File: config.mk
export PLATFORM = sky130hd
export DESIGN_NAME = fifo_queue_with_length_statistics_core_flat
export DESIGN_NICKNAME = d
export VERILOG_FILES = /design/src/hdl/fqs_pkg.sv /design/src/hdl/fqs_if.sv /design/src/hdl/fqs_mem.sv /design/src/hdl/fqs_div.sv /design/src/hdl/fifo_queue_with_length_statistics_core.sv /design/src/flat_wrapper.sv
export SDC_FILE = /design/constraint.sdc
export NUM_CORES = 2
export LEC_CHECK = 0
export BUFFER_PORTS_ARGS = -buffer_cell sky130_fd_sc_hd__clkbuf_2
export CAP_MARGIN = 0
export CORE_ASPECT_RATIO = 1.2
export CORE_MARGIN = 2
export CORE_UTILIZATION = 42
export CTS_CLUSTER_DIAMETER = 100
export CTS_CLUSTER_SIZE = 16
export DETAILED_ROUTE_END_ITERATION = 16
export PLACE_DENSITY = 0.64
export SYNTH_ARGS = -nofsm -noshare
export SYNTH_HDL_FRONTEND = slang
export SYNTH_SLANG_ARGS = --single-unit
File: constraint.sdc
create_clock -name clk -period 5.35 [get_ports clk]
set_input_delay 1.07 -clock clk [delete_from_list [all_inputs] [get_ports clk]]
set_output_delay 1.07 -clock clk [all_outputs]
set_load 0.01 [all_outputs]
File: src/hdl/fqs_pkg.sv
package fqs_pkg;

	localparam int CMD_W               = 3;
	localparam int LEN_FIELD_W         = 16;
	localparam int STATUS_W            = 2;
	localparam int AVG_W               = 32;
	localparam int OCC_W               = 9;
	localparam int FRAC_W              = 16;
	localparam int DEFAULT_QUEUE_DEPTH = 256;
	localparam int DEFAULT_LENGTH_BITS = 16;

	typedef logic [CMD_W-1:0]    cmd_t;
	typedef logic [STATUS_W-1:0] status_t;

	localparam cmd_t CMD_ENQ = 3'd0;
	localparam cmd_t CMD_DEQ = 3'd1;
	localparam cmd_t CMD_AVG = 3'd2;
	localparam cmd_t CMD_MIN = 3'd3;
	localparam cmd_t CMD_MAX = 3'd4;

	localparam status_t STAT_OK      = 2'd0;
	localparam status_t STAT_EMPTY   = 2'd1;
	localparam status_t STAT_FULL    = 2'd2;
	localparam status_t STAT_INVALID = 2'd3;

endpackage

File: src/hdl/fqs_if.sv
interface fqs_cmd_if import fqs_pkg::*; ();
	logic                   valid;
	logic                   ready;
	logic [CMD_W-1:0]       command;
	logic [LEN_FIELD_W-1:0] length_in;

	modport source (output valid, output command, output length_in, input ready);
	modport sink   (input valid, input command, input length_in, output ready);
endinterface

interface fqs_rsp_if import fqs_pkg::*; ();
	logic                   valid;
	logic                   ready;
	logic [STATUS_W-1:0]    status;
	logic [LEN_FIELD_W-1:0] result_value;
	logic [AVG_W-1:0]       average_fixed;
	logic [OCC_W-1:0]       occupancy;

	modport source (output valid, output status, output result_value,
		output average_fixed, output occupancy, input ready);
	modport sink   (input valid, input status, input result_value,
		input average_fixed, input occupancy, output ready);
endinterface

File: src/hdl/fqs_mem.sv
module fqs_mem #(
	parameter int DEPTH = 256,
	parameter int WIDTH = 16,
	localparam int ADDR_W = $clog2(DEPTH)
) (
	input  logic              clk,
	input  logic              we,
	input  logic [ADDR_W-1:0] waddr,
	input  logic [WIDTH-1:0]  wdata,
	input  logic              re,
	input  logic [ADDR_W-1:0] raddr,
	output logic [WIDTH-1:0]  rdata
);

	logic [WIDTH-1:0] mem_q [DEPTH];

	always_ff @(posedge clk) begin
		if (we) begin
			mem_q[waddr] <= wdata;
		end
	end

	always_ff @(posedge clk) begin
		if (re) begin
			rdata <= mem_q[raddr];
		end
	end

endmodule

File: src/hdl/fqs_div.sv
module fqs_div #(
	parameter int NUM_W = 41,
	parameter int DEN_W = 9,
	localparam int CNT_W = $clog2(NUM_W + 1)
) (
	input  logic             clk,
	input  logic             arst_n,
	input  logic             start,
	input  logic [NUM_W-1:0] num,
	input  logic [DEN_W-1:0] den,
	output logic             done,
	output logic [NUM_W-1:0] quot
);

	logic [CNT_W-1:0] cnt_q;
	logic             busy_q;
	logic             done_q;
	logic [DEN_W:0]   rem_q;
	logic [DEN_W-1:0] den_q;
	logic [NUM_W-1:0] quo_q;
	logic [DEN_W:0]   rem_sh;
	logic             ge;

	// restoring divide, one quotient bit per cycle
	assign rem_sh = {rem_q[DEN_W-1:0], quo_q[NUM_W-1]};
	assign ge     = rem_sh >= {1'b0, den_q};

	always_ff @(posedge clk or negedge arst_n) begin
		if (!arst_n) begin
			cnt_q  <= '0;
			busy_q <= 1'b0;
			done_q <= 1'b0;
		end else begin
			done_q <= 1'b0;
			if (start) begin
				cnt_q  <= CNT_W'(NUM_W);
				busy_q <= 1'b1;
			end else if (busy_q) begin
				cnt_q <= cnt_q - CNT_W'(1);
				if (cnt_q == CNT_W'(1)) begin
					busy_q <= 1'b0;
					done_q <= 1'b1;
				end
			end
		end
	end

	always_ff @(posedge clk) begin
		if (start) begin
			rem_q <= '0;
			den_q <= den;
			quo_q <= num;
		end else if (busy_q) begin
			rem_q <= ge ? (rem_sh - {1'b0, den_q}) : rem_sh;
			quo_q <= {quo_q[NUM_W-2:0], ge};
		end
	end

	assign done = done_q;
	assign quot = quo_q;

endmodule

File: src/hdl/fifo_queue_with_length_statistics_core.sv
// Queue of message lengths with average, minimum and maximum queries. One command is taken at
// a time; each gives one response that also reports the occupancy after the command. Enqueue,
// invalid commands and any command that finds the queue empty (or full, for enqueue) go
// straight to S_DONE; dequeue passes S_DEQ first. Minimum and maximum walk the stored entries
// through the single read port of the entry RAM, reading each entry in turn. The average runs a
// one-bit-per-cycle restoring divider over the running total with 16 fraction bits. The next
// command is taken while the previous response still waits in the output register.
module fifo_queue_with_length_statistics_core import fqs_pkg::*; #(
	parameter int QUEUE_DEPTH = DEFAULT_QUEUE_DEPTH,
	parameter int LENGTH_BITS = DEFAULT_LENGTH_BITS
) (
	input  logic      clk,
	input  logic      arst_n,
	fqs_cmd_if.sink   cmd,
	fqs_rsp_if.source rsp
);

	localparam int LEN_W = (LENGTH_BITS < LEN_FIELD_W) ? LENGTH_BITS : LEN_FIELD_W;
	localparam int PTR_W = $clog2(QUEUE_DEPTH);
	localparam int CNT_W = $clog2(QUEUE_DEPTH + 1);
	localparam int TOT_W = LEN_W + CNT_W;
	localparam int NUM_W = TOT_W + FRAC_W;

	typedef enum logic [4:0] {
		S_IDLE = 5'b00001,
		S_DEQ  = 5'b00010,
		S_SCAN = 5'b00100,
		S_DIV  = 5'b01000,
		S_DONE = 5'b10000
	} state_t;

	state_t           state_q;
	logic [PTR_W-1:0] head_q;
	logic [PTR_W-1:0] tail_q;
	logic [CNT_W-1:0] count_q;
	logic [TOT_W-1:0] total_q;
	logic [PTR_W-1:0] scan_ptr_q;
	logic [CNT_W-1:0] scan_left_q;
	logic             rd_pend_q;
	logic             scan_first_q;
	logic             rsp_valid_q;

	cmd_t             cmd_q;
	status_t          status_q;
	logic [LEN_W-1:0] value_q;
	logic [AVG_W-1:0] avg_q;

	status_t                rsp_status_q;
	logic [LEN_FIELD_W-1:0] rsp_value_q;
	logic [AVG_W-1:0]       rsp_avg_q;
	logic [OCC_W-1:0]       rsp_occ_q;

	logic             accept;
	cmd_t             cmd_code;
	logic [LEN_W-1:0] len_in;
	logic             is_invalid;
	logic             full;
	logic             empty;
	logic             out_free;
	logic [PTR_W-1:0] head_nxt;
	logic [PTR_W-1:0] tail_nxt;
	logic [PTR_W-1:0] scan_nxt;
	logic             mem_we;
	logic             mem_re;
	logic [PTR_W-1:0] mem_raddr;
	logic [LEN_W-1:0] mem_rdata;
	logic             div_start;
	logic             div_done;
	logic [NUM_W-1:0] div_quot;
	logic             better;

	assign cmd.ready  = (state_q == S_IDLE);
	assign accept     = cmd.valid && cmd.ready;
	assign cmd_code   = cmd.command;
	assign len_in     = cmd.length_in[LEN_W-1:0];
	assign is_invalid = !(cmd_code inside {[CMD_ENQ:CMD_MAX]});
	assign full       = (count_q == CNT_W'(QUEUE_DEPTH));
	assign empty      = (count_q == '0);
	assign out_free   = !rsp_valid_q || rsp.ready;

	assign head_nxt = (head_q == PTR_W'(QUEUE_DEPTH - 1)) ? '0 : head_q + PTR_W'(1);
	assign tail_nxt = (tail_q == PTR_W'(QUEUE_DEPTH - 1)) ? '0 : tail_q + PTR_W'(1);
	assign scan_nxt = (scan_ptr_q == PTR_W'(QUEUE_DEPTH - 1)) ? '0 : scan_ptr_q + PTR_W'(1);

	// a write and a read of one slot never share a cycle: every command passes S_DONE
	assign mem_we    = accept && (cmd_code == CMD_ENQ) && !full;
	assign mem_re    = (accept && (cmd_code == CMD_DEQ) && !empty)
		|| ((state_q == S_SCAN) && (scan_left_q != '0));
	assign mem_raddr = (state_q == S_SCAN) ? scan_ptr_q : head_q;
	assign div_start = accept && (cmd_code == CMD_AVG) && !empty;

	assign better = (cmd_q == CMD_MAX) ? (mem_rdata > value_q) : (mem_rdata < value_q);

	fqs_mem #(
		.DEPTH (QUEUE_DEPTH),
		.WIDTH (LEN_W)
	) u_mem (
		.clk   (clk),
		.we    (mem_we),
		.waddr (tail_q),
		.wdata (len_in),
		.re    (mem_re),
		.raddr (mem_raddr),
		.rdata (mem_rdata)
	);

	fqs_div #(
		.NUM_W (NUM_W),
		.DEN_W (CNT_W)
	) u_div (
		.clk    (clk),
		.arst_n (arst_n),
		.start  (div_start),
		.num    ({total_q, FRAC_W'(0)}),
		.den    (count_q),
		.done   (div_done),
		.quot   (div_quot)
	);

	always_ff @(posedge clk or negedge arst_n) begin
		if (!arst_n) begin
			state_q     <= S_IDLE;
			head_q      <= '0;
			tail_q      <= '0;
			count_q     <= '0;
			total_q     <= '0;
			scan_ptr_q  <= '0;
			scan_left_q <= '0;
			rd_pend_q   <= 1'b0;
			rsp_valid_q <= 1'b0;
		end else begin
			if ((state_q == S_DONE) && out_free) begin
				rsp_valid_q <= 1'b1;
			end else if (rsp_valid_q && rsp.ready) begin
				rsp_valid_q <= 1'b0;
			end
			case (state_q)
				S_IDLE: begin
					if (accept) begin
						if (is_invalid) begin
							state_q <= S_DONE;
						end else if (cmd_code == CMD_ENQ) begin
							if (!full) begin
								tail_q  <= tail_nxt;
								count_q <= count_q + CNT_W'(1);
								total_q <= total_q + TOT_W'(len_in);
							end
							state_q <= S_DONE;
						end else if (empty) begin
							state_q <= S_DONE;
						end else begin
							case (cmd_code)
								CMD_DEQ: state_q <= S_DEQ;
								CMD_AVG: state_q <= S_DIV;
								default: begin
									scan_ptr_q  <= head_q;
									scan_left_q <= count_q;
									rd_pend_q   <= 1'b0;
									state_q     <= S_SCAN;
								end
							endcase
						end
					end
				end
				S_DEQ: begin
					head_q  <= head_nxt;
					count_q <= count_q - CNT_W'(1);
					total_q <= total_q - TOT_W'(mem_rdata);
					state_q <= S_DONE;
				end
				S_SCAN: begin
					rd_pend_q <= (scan_left_q != '0);
					if (scan_left_q != '0) begin
						scan_ptr_q  <= scan_nxt;
						scan_left_q <= scan_left_q - CNT_W'(1);
					end else if (!rd_pend_q) begin
						state_q <= S_DONE;
					end
				end
				S_DIV: begin
					if (div_done) begin
						state_q <= S_DONE;
					end
				end
				S_DONE: begin
					if (out_free) begin
						state_q <= S_IDLE;
					end
				end
				default: state_q <= S_IDLE;
			endcase
		end
	end

	always_ff @(posedge clk) begin
		case (state_q)
			S_IDLE: begin
				if (accept) begin
					cmd_q        <= cmd_code;
					value_q      <= '0;
					avg_q        <= '0;
					scan_first_q <= 1'b1;
					if (is_invalid) begin
						status_q <= STAT_INVALID;
					end else if (cmd_code == CMD_ENQ) begin
						status_q <= full ? STAT_FULL : STAT_OK;
					end else begin
						status_q <= empty ? STAT_EMPTY : STAT_OK;
					end
				end
			end
			S_DEQ: value_q <= mem_rdata;
			S_SCAN: begin
				if (rd_pend_q) begin
					scan_first_q <= 1'b0;
					if (scan_first_q || better) begin
						value_q <= mem_rdata;
					end
				end
			end
			S_DIV: begin
				if (div_done) begin
					avg_q <= AVG_W'(div_quot);
				end
			end
			S_DONE: begin
				if (out_free) begin
					rsp_status_q <= status_q;
					rsp_value_q  <= LEN_FIELD_W'(value_q);
					rsp_avg_q    <= avg_q;
					rsp_occ_q    <= OCC_W'(count_q);
				end
			end
			default: ;
		endcase
	end

	assign rsp.valid         = rsp_valid_q;
	assign rsp.status        = rsp_status_q;
	assign rsp.result_value  = rsp_value_q;
	assign rsp.average_fixed = rsp_avg_q;
	assign rsp.occupancy     = rsp_occ_q;

endmodule

File: src/flat_wrapper.sv
// flat-port wrapper written by rule: the top's interface ports become plain ports
module fifo_queue_with_length_statistics_core_flat import fqs_pkg::*;
#(
	parameter int QUEUE_DEPTH = DEFAULT_QUEUE_DEPTH,
	parameter int LENGTH_BITS = DEFAULT_LENGTH_BITS
)
  (clk, arst_n, cmd_valid, cmd_command, cmd_length_in, cmd_ready, rsp_valid, rsp_status, rsp_result_value, rsp_average_fixed, rsp_occupancy, rsp_ready);
  fqs_cmd_if cmd_i ();
  fqs_rsp_if rsp_i ();
  input  logic clk;
  input  logic arst_n;
  input wire logic [$bits(cmd_i.valid)-1:0] cmd_valid;
  input wire logic [$bits(cmd_i.command)-1:0] cmd_command;
  input wire logic [$bits(cmd_i.length_in)-1:0] cmd_length_in;
  output wire logic [$bits(cmd_i.ready)-1:0] cmd_ready;
  output wire logic [$bits(rsp_i.valid)-1:0] rsp_valid;
  output wire logic [$bits(rsp_i.status)-1:0] rsp_status;
  output wire logic [$bits(rsp_i.result_value)-1:0] rsp_result_value;
  output wire logic [$bits(rsp_i.average_fixed)-1:0] rsp_average_fixed;
  output wire logic [$bits(rsp_i.occupancy)-1:0] rsp_occupancy;
  input wire logic [$bits(rsp_i.ready)-1:0] rsp_ready;
  assign cmd_i.valid = cmd_valid;
  assign cmd_i.command = cmd_command;
  assign cmd_i.length_in = cmd_length_in;
  assign cmd_ready = cmd_i.ready;
  assign rsp_valid = rsp_i.valid;
  assign rsp_status = rsp_i.status;
  assign rsp_result_value = rsp_i.result_value;
  assign rsp_average_fixed = rsp_i.average_fixed;
  assign rsp_occupancy = rsp_i.occupancy;
  assign rsp_i.ready = rsp_ready;
  fifo_queue_with_length_statistics_core #(.QUEUE_DEPTH(QUEUE_DEPTH), .LENGTH_BITS(LENGTH_BITS)) u_core (.clk(clk), .arst_n(arst_n), .cmd(cmd_i), .rsp(rsp_i));
endmodule
Word level (Yosys, flattened, before mapping)
Memory sizes are Yosys's and may differ from the RTL's. A register that Yosys moved wholly into a read port is not among the register bits.
Cells that the tools add are included.
- reduce and logical (&&, ||, !) cells: 37
- bitwise gates (word level): 1
- muxes and demuxes: 73
- eq/ne operators: 27
- add/subtract/negate cells: 10
- $lt $le $gt $ge: 5
- operators with widths (cell ; count):
    $mux 25 ; 4
    $mux 9 ; 11
    $mux 41 ; 2
    $mux 8 ; 10
    $mux 32 ; 2
    $pmux 32 s2 ; 1
    $pmux 25 s2 ; 1
    $mux 16 ; 3
    $pmux 16 s3 ; 1
    $mux 5 ; 8
    $pmux 9 s2 ; 2
    $add 25x16->25 ; 1
    $pmux 5 s5 ; 1
    $sub 25x16->25 ; 1
    $add 8x1->8 const B ; 3
    $eq 8x8->1 const B ; 3
    $ne 2x2->1 const B ; 12
    $mux 1 ; 19
    $sub 9x1->9 const B ; 2
    $gt 16x16->1 ; 1
    $lt 16x16->1 ; 1
    $pmux 8 s2 ; 1
    $reduce_and 5->1 ; 3
    $mux 6 ; 2
    35 further kinds ; 58
- word-level logic and storage cells: 179
- memories: 1
- flip-flop bits (word level): 254
- output and inout bits: 61
- RAM bits: 4096
- memories (name ; depth ; width ; rd ports ; clocked after Yosys merged registers in ; wr ports ; RTL line ; text):
    u_core.u_mem.mem_q ; 256 ; 16 ; 1 ; 1 ; 1 ; fqs_mem.sv:15 ; logic [WIDTH-1:0] mem_q [DEPTH];

Depth between registers and ports, before layout
- word-level depth: 8
- mapped depth: 19
- gate-level depth less buffers: 19

Hierarchy
A second synthesis with hierarchy kept.
- cell total of the unflattened synthesis: 8550
- area total of the unflattened synthesis: 172003.7 µm²
- by module, submodules not included (module ; times used ; cells each ; area an instance (µm²) ; sequential area each (µm²)):
    fqs_mem ; 1 ; 7360 ; 158874.9 ; 123478.4
    fifo_queue_with_length_statistics_core ; 1 ; 945 ; 9869.5 ; 5246.3
    fqs_div ; 1 ; 245 ; 3259.4 ; 1881.8

Least setup slack after synthesis
Ideal clock, no wire load.
- path type: input to register
- from: input port cmd_length_in[2]
- to: register u_core.total_q[24]
- arrival: 4.591 ns
- library setup time: 0.123 ns
- data required time: 5.227 ns
- path slack: 0.636 ns
- stages: 17
- path buffers: 0
- cells stage by stage: or3_1 -> nor3_1 -> nand2b_1 -> nor4_1 -> nand2_1 -> xnor2_1 -> nand2_1 -> o21ai_0 -> ha_1 -> nand3_1 -> or2_2 -> a21oi_1 -> o311ai_0 -> a2111oi_0 -> o21a_1 -> o21bai_1 -> xnor2_1
- word-level cells in the longest chain between the ends: 6
- RTL lines (element ; RTL line ; text):
    start: declaration ; flat_wrapper.sv:14 ; input wire logic [$bits(cmd_i.length_in)-1:0] cmd_length_in;
    $add 25x16->25 ; fifo_queue_with_length_statistics_core.sv:146 ; total_q <= total_q + TOT_W'(len_in);
    $mux 25 ; fifo_queue_with_length_statistics_core.sv:143 ; if (!full) begin
    $mux 25 ; fifo_queue_with_length_statistics_core.sv:142 ; end else if (cmd_code == CMD_ENQ) begin
    $mux 25 ; fifo_queue_with_length_statistics_core.sv:140 ; if (is_invalid) begin
    $mux 25 ; fifo_queue_with_length_statistics_core.sv:139 ; if (accept) begin
    $pmux 25 s2 ; fifo_queue_with_length_statistics_core.sv:137 ; case (state_q)
    end signal: assignment ; fifo_queue_with_length_statistics_core.sv:146 ;
    end signal: assignment ; fifo_queue_with_length_statistics_core.sv:168 ; total_q <= total_q - TOT_W'(mem_rdata);
    end: declaration ; fifo_queue_with_length_statistics_core.sv:36 ; logic [TOT_W-1:0] total_q;
Every way passes these cells. The select of a mux whose other input is x is not followed.
A chain may end at the register's enable or synchronous reset.

Worst setup path in the final report
- from: register u_core.state_q[0]
- to: register u_core.u_mem.rdata[15], read port of u_core.u_mem.mem_q (data pin)
- word-level cells in the longest chain between the ends: 5
- elaborated cells between the ends (all ways): 8
- those cells by class: 2 x eq/ne; 1 x mux; 5 x reduce/logical
- RTL lines (element ; RTL line ; text):
    start: declaration ; fifo_queue_with_length_statistics_core.sv:32 ; state_t state_q;
    start signal: assignment ; fifo_queue_with_length_statistics_core.sv:122 ; state_q <= S_IDLE;
    start signal: assignment ; fifo_queue_with_length_statistics_core.sv:141 ; state_q <= S_DONE;
    start signal: assignment ; fifo_queue_with_length_statistics_core.sv:148 ; state_q <= S_DONE;
    $eq 5x1->1 ; fifo_queue_with_length_statistics_core.sv:72 ; assign cmd.ready = (state_q == S_IDLE);
    $logic_and 1x1->1 ; fifo_queue_with_length_statistics_core.sv:73 ; assign accept = cmd.valid && cmd.ready;
    $logic_and 1x1->1 (2 in a row) ; fifo_queue_with_length_statistics_core.sv:87 ; assign mem_re = (accept && (cmd_code == CMD_DEQ) && !empty)
    $logic_or 1x1->1 ; fifo_queue_with_length_statistics_core.sv:88 ; || ((state_q == S_SCAN) && (scan_left_q != '0));
    end: declaration ; fqs_mem.sv:12 ; output logic [WIDTH-1:0] rdata
Several ways; a longest one is shown, not always the timed one.

==> out/qor_table.md <==
| Parameter | Value |
| --- | --- |
| Syn-to-layout area delta | 12.11% |
| Nets | 11830 |
| Number of global-route vias before repair | 100700 |
| Depth of the most critical reg-to-reg path | 11 |
| Worst hold path depth | 2 |
| Sequential area share after synthesis | 75.68% |
| Num rows | 257 |
| Dominant combinational cell family by area after synthesis | multiplexers |
| Initial antenna violation count | 34 |
| CTS clk-pin slew, worst paths | 0.08 ns |
| Final non-filler cell area | 193200 um^2 |
| Ratio of final minimum period to clock period | 97.74% |
| Compound-gate portion of the synthesized area | 6.633% |
| Cells traversed along the worst timing path | or3_1 -> buf_4 -> o21ai_4 -> nand2_4 -> buf_12 -> mux2_2 -> a2111oi_0 -> nand3_1 -> nand4_1 -> nor4_1 -> and4_1 |
| Residual antenna-violating net count after detailed routing | 0 |
| Cell with the largest stage delay on the worst path | a2111oi_0 |
| Clock insertion delay at the later pin of the skew report | 0.98 ns |
| Share of final-layout standard cells stronger than drive strength 1 | 13.73% |
| Post-Synthesis Cells | 11170 |
| Kind of path behind the tightest hold check | input port to flop |
| Worst clock skew | 0.07827 ns |
| Largest delay share family, worst path | simple AND/OR/NAND/NOR gates |
| Root buf cell | clkbuf_16 |
| Die Span Y | 705.7 um |
| CTS tree | done |
| Result of the run | finished clean |
| Number of nets produced by synthesis | 11270 |
| Max Slew Vio Count | 0 |
| Category of the worst setup path launch point | flop |
| Required time at the endpoint of the critical path | 6.09 ns |
| Routed via count | 104200 |
| Slowest stage delay, CP | 0.95 ns |
| Type of the worst setup path | flop to flop |
| Time the final worst path needs with I/O delays and setup | 5.229 ns |
| Worst flop-to-flop path endpoint | u_core.u_mem.rdata[15]$_DFFE_PP_ |
| Capture endpoint of the worst hold path | u_core.rsp.valid$_DFFE_PN0P_ |
| Starting utilization of the core area | 42.21% |
| Largest net degree at the start of global routing | 199 |
| Total number of yosys warnings | 0 |
| Area of the die | 415500 um^2 |
| Unrepaired setup endpoints after global routing | false |
| R2R Setup Slk | 0.12 ns |
| Deepest level of the CTS H-tree | 5 |
| Estimated wirelength of the detail-placed design | 341500 um |
| Largest fanout on the critical path | 41 |
| Weighted congestion reported at the end of routability-driven placement | 0.9455 |
| Cell Area, Synth | 172400 um^2 |
| Core Box Area | 408400 um^2 |
| Count of distinct cell types in the synthesized netlist | 90 |
| Clock tree buffer depth | 4 |
| Fin Hold WS | 0.3100 ns |
| Count of clock tree sinks | 4366 |
| Setup Viol. Count Final | 0 |
| Post-Syn Area per Cell | 15.43 um^2 |
| Setup crit end kind | flop |
| Cell area reported after detailed placement | 184600 um^2 |
| Buffers on Ports | 83 |
| Commonest cells after routing, fill and taps aside | edfxtp_1, nand2_1, mux2i_1 |
| Hold Startpoint | rsp_ready |
| Power per Cell Area | 398.0 nW/um^2 |
| Number of vias per cell after detailed routing | 6.026 |
| Fmax | 191.2 MHz |
| Detailed-routing iteration count for the pre-antenna-repair pass | 8 |
| Total overflow reported by the global router | 0 |
| Total wire length | 540100 um |
| Buffers plus inverters on the worst setup path | 2 |
| GRT Util Overall | 25.26% |
| Synth Area in Adders | 0.5140% |
| Multiplexer share of the synthesized area | 7.587% |
| Reg-to-reg startpoint | u_core.state_q[0]$_DFFE_PN1P_ |
| Most frequent standard cell in the layout excluding fill and tap cells | edfxtp_1 |
| Chip Width | 588.8 um |
| First element of the critical path | u_core.state_q[0]$_DFFE_PN1P_ |
| Maximum vdd drop | 0.4191 mV |
| Routed WL per cell | 31.23 um |
| Slew @ Worst Pin | 1.457 ns |
| Post-synth EDFFs | 4259 |
| IO Count | 84 |
| Predominant post-synthesis flop cell | edfxtp_1 |
| Xor and xnor fraction of the mapped netlist area | 0.2896% |
| Total CTS buffers | 316 |
| Max-capacitance violation count | 0 |
| Slew HR | 2.430% |
| Post-detailed-route DRC marker count | 0 |
| Synth Area in Simple Gates | 7.218% |
| First-pass GRT wire length | 752400 um |
| Critical path data arrival time | 5.97 ns |
| Leakage | 63.40 nW |
| Share of flip-flops with an asynchronous set or reset | 1.878% |
| Number of flip-flops and latches in the synthesized netlist | 4366 |
| Aggregate negative setup slack | 0 ns |
| Number of endpoints with negative hold slack in the final report | 0 |
| Initial detailed-routing violation count | 14760 |
==> cells by family after synthesis <==
group | after synthesis
flops | 4366
simple gates | 2781
compound gates | 1947
mux | 1210
buf+inv | 743
fa+ha+maj | 69
xor+xnor | 57
==> cells in the mapped netlist (all sizes together), types with 17 or more instances <==
master	count	area share, %
a2111oi	41	0.21
a21o	41	0.18
a21oi	896	2.6
a222oi	47	0.27
a22oi	20	0.087
a31oi	24	0.10
and2	56	0.20
buf	380	1.3
clkbuf	293	0.64
dfrtp	81	1.2
dfxtp	25	0.29
edfxtp	4259	74
ha	66	0.48
inv	70	0.15
mux2	198	1.3
mux2i	955	5.5
mux4	57	0.74
nand2	1604	3.5
nand2b	18	0.065
nand3	209	0.61
nand4	43	0.16
nor2	354	0.78
nor2b	18	0.065
nor3	98	0.29
nor4	193	0.70
o21a	17	0.074
o21ai	319	0.93
o221ai	36	0.18
o22ai	381	1.4
o31ai	22	0.10
or4	104	0.46
xnor2	32	0.16
xor2	25	0.13
==> sequential cells by signal, indices dropped and copies added (netlist names), 8 cells and up <==
register / flops
u_core.avg_q: 32
u_core.count_q: 9
u_core.head_q: 8
u_core.rsp.average_fixed: 32
u_core.rsp.occupancy: 9
u_core.rsp.result_value: 16
u_core.scan_left_q: 9
u_core.scan_ptr_q: 8
u_core.tail_q: 8
u_core.total_q: 25
u_core.u_div.den_q: 9
u_core.u_div.quot: 41
u_core.u_div.rem_q: 9
u_core.u_mem.mem_q: 4096
u_core.u_mem.rdata: 16
u_core.value_q: 16
==> routing by layer <==
metal / GRT usage [%] / vias to the layer above / wire length, um
met5: 0 / - / 112
met4: 14.69 / 16 / 35200
met3: 5.461 / 1164 / 57490
met2: 40.69 / 6148 / 253700
met1: 31.51 / 53010 / 193600
li1: - / 43890 / -
==> power by group <==
group	switching [mW]	total [mW]	leakage (nW)	internal, mW
Clock	11.2	22.2	4.15	11.0
Sequential	0.618	39.0	39.6	38.4
Combinational	10.4	15.7	19.6	5.27
Total	22.3	76.9	63.4	54.6
==> stage by stage <==
step           instances  utilization [%]  setup WS [ns]  total power [mW]
4_1_cts            17240            47.28        0.05702             76.76
3_3_place_gp       16860            45.19        -0.4313             54.82
6_report           17300            47.32         0.1209             76.90
2_1_floorplan      11170                -         0.6361             48.86
5_1_grt            17280            47.31        0.05904             78.91
3_5_place_dp       16860            45.20        -0.2643             55.14
==> final cells by class <==
class | instances | area, um^2
clock buffers | 366 | 8329
fillers | 34410 | 215100
inverters | 70 | 265.3
diodes | 58 | 145.1
clock inverters | 13 | 146.4
repair buffers | 920 | 8250
multi-input cells | 6064 | 38840
well taps | 5439 | 6805
flip-flops and latches | 4366 | 130400
==> how the worst max path moves through the flow <==
| stage | endpoint | cells after the start |
|---|---|---|
| 6_report | u_core.u_mem.rdata[15]$_DFFE_PP_ | 11 |
| 5_1_grt | u_core.u_mem.rdata[8]$_DFFE_PP_ | 13 |
| 4_1_cts | u_core.u_mem.rdata[13]$_DFFE_PP_ | 15 |
| 3_5_place_dp | u_core.total_q[24]$_DFFE_PN0P_ | 22 |
| 3_3_place_gp | u_core.total_q[24]$_DFFE_PN0P_ | 22 |
| 2_1_floorplan | u_core.total_q[24]$_DFFE_PN0P_ | 17 |
==> what timing repair did <==
item	4_1_cts	5_1_grt
setup buffers	0	0
hold endpoints to repair	25	0
hold buffers	1	0
setup endpoints to repair	0	1
gates resized for setup	0	1
Power figures use the tool's default switching activity.
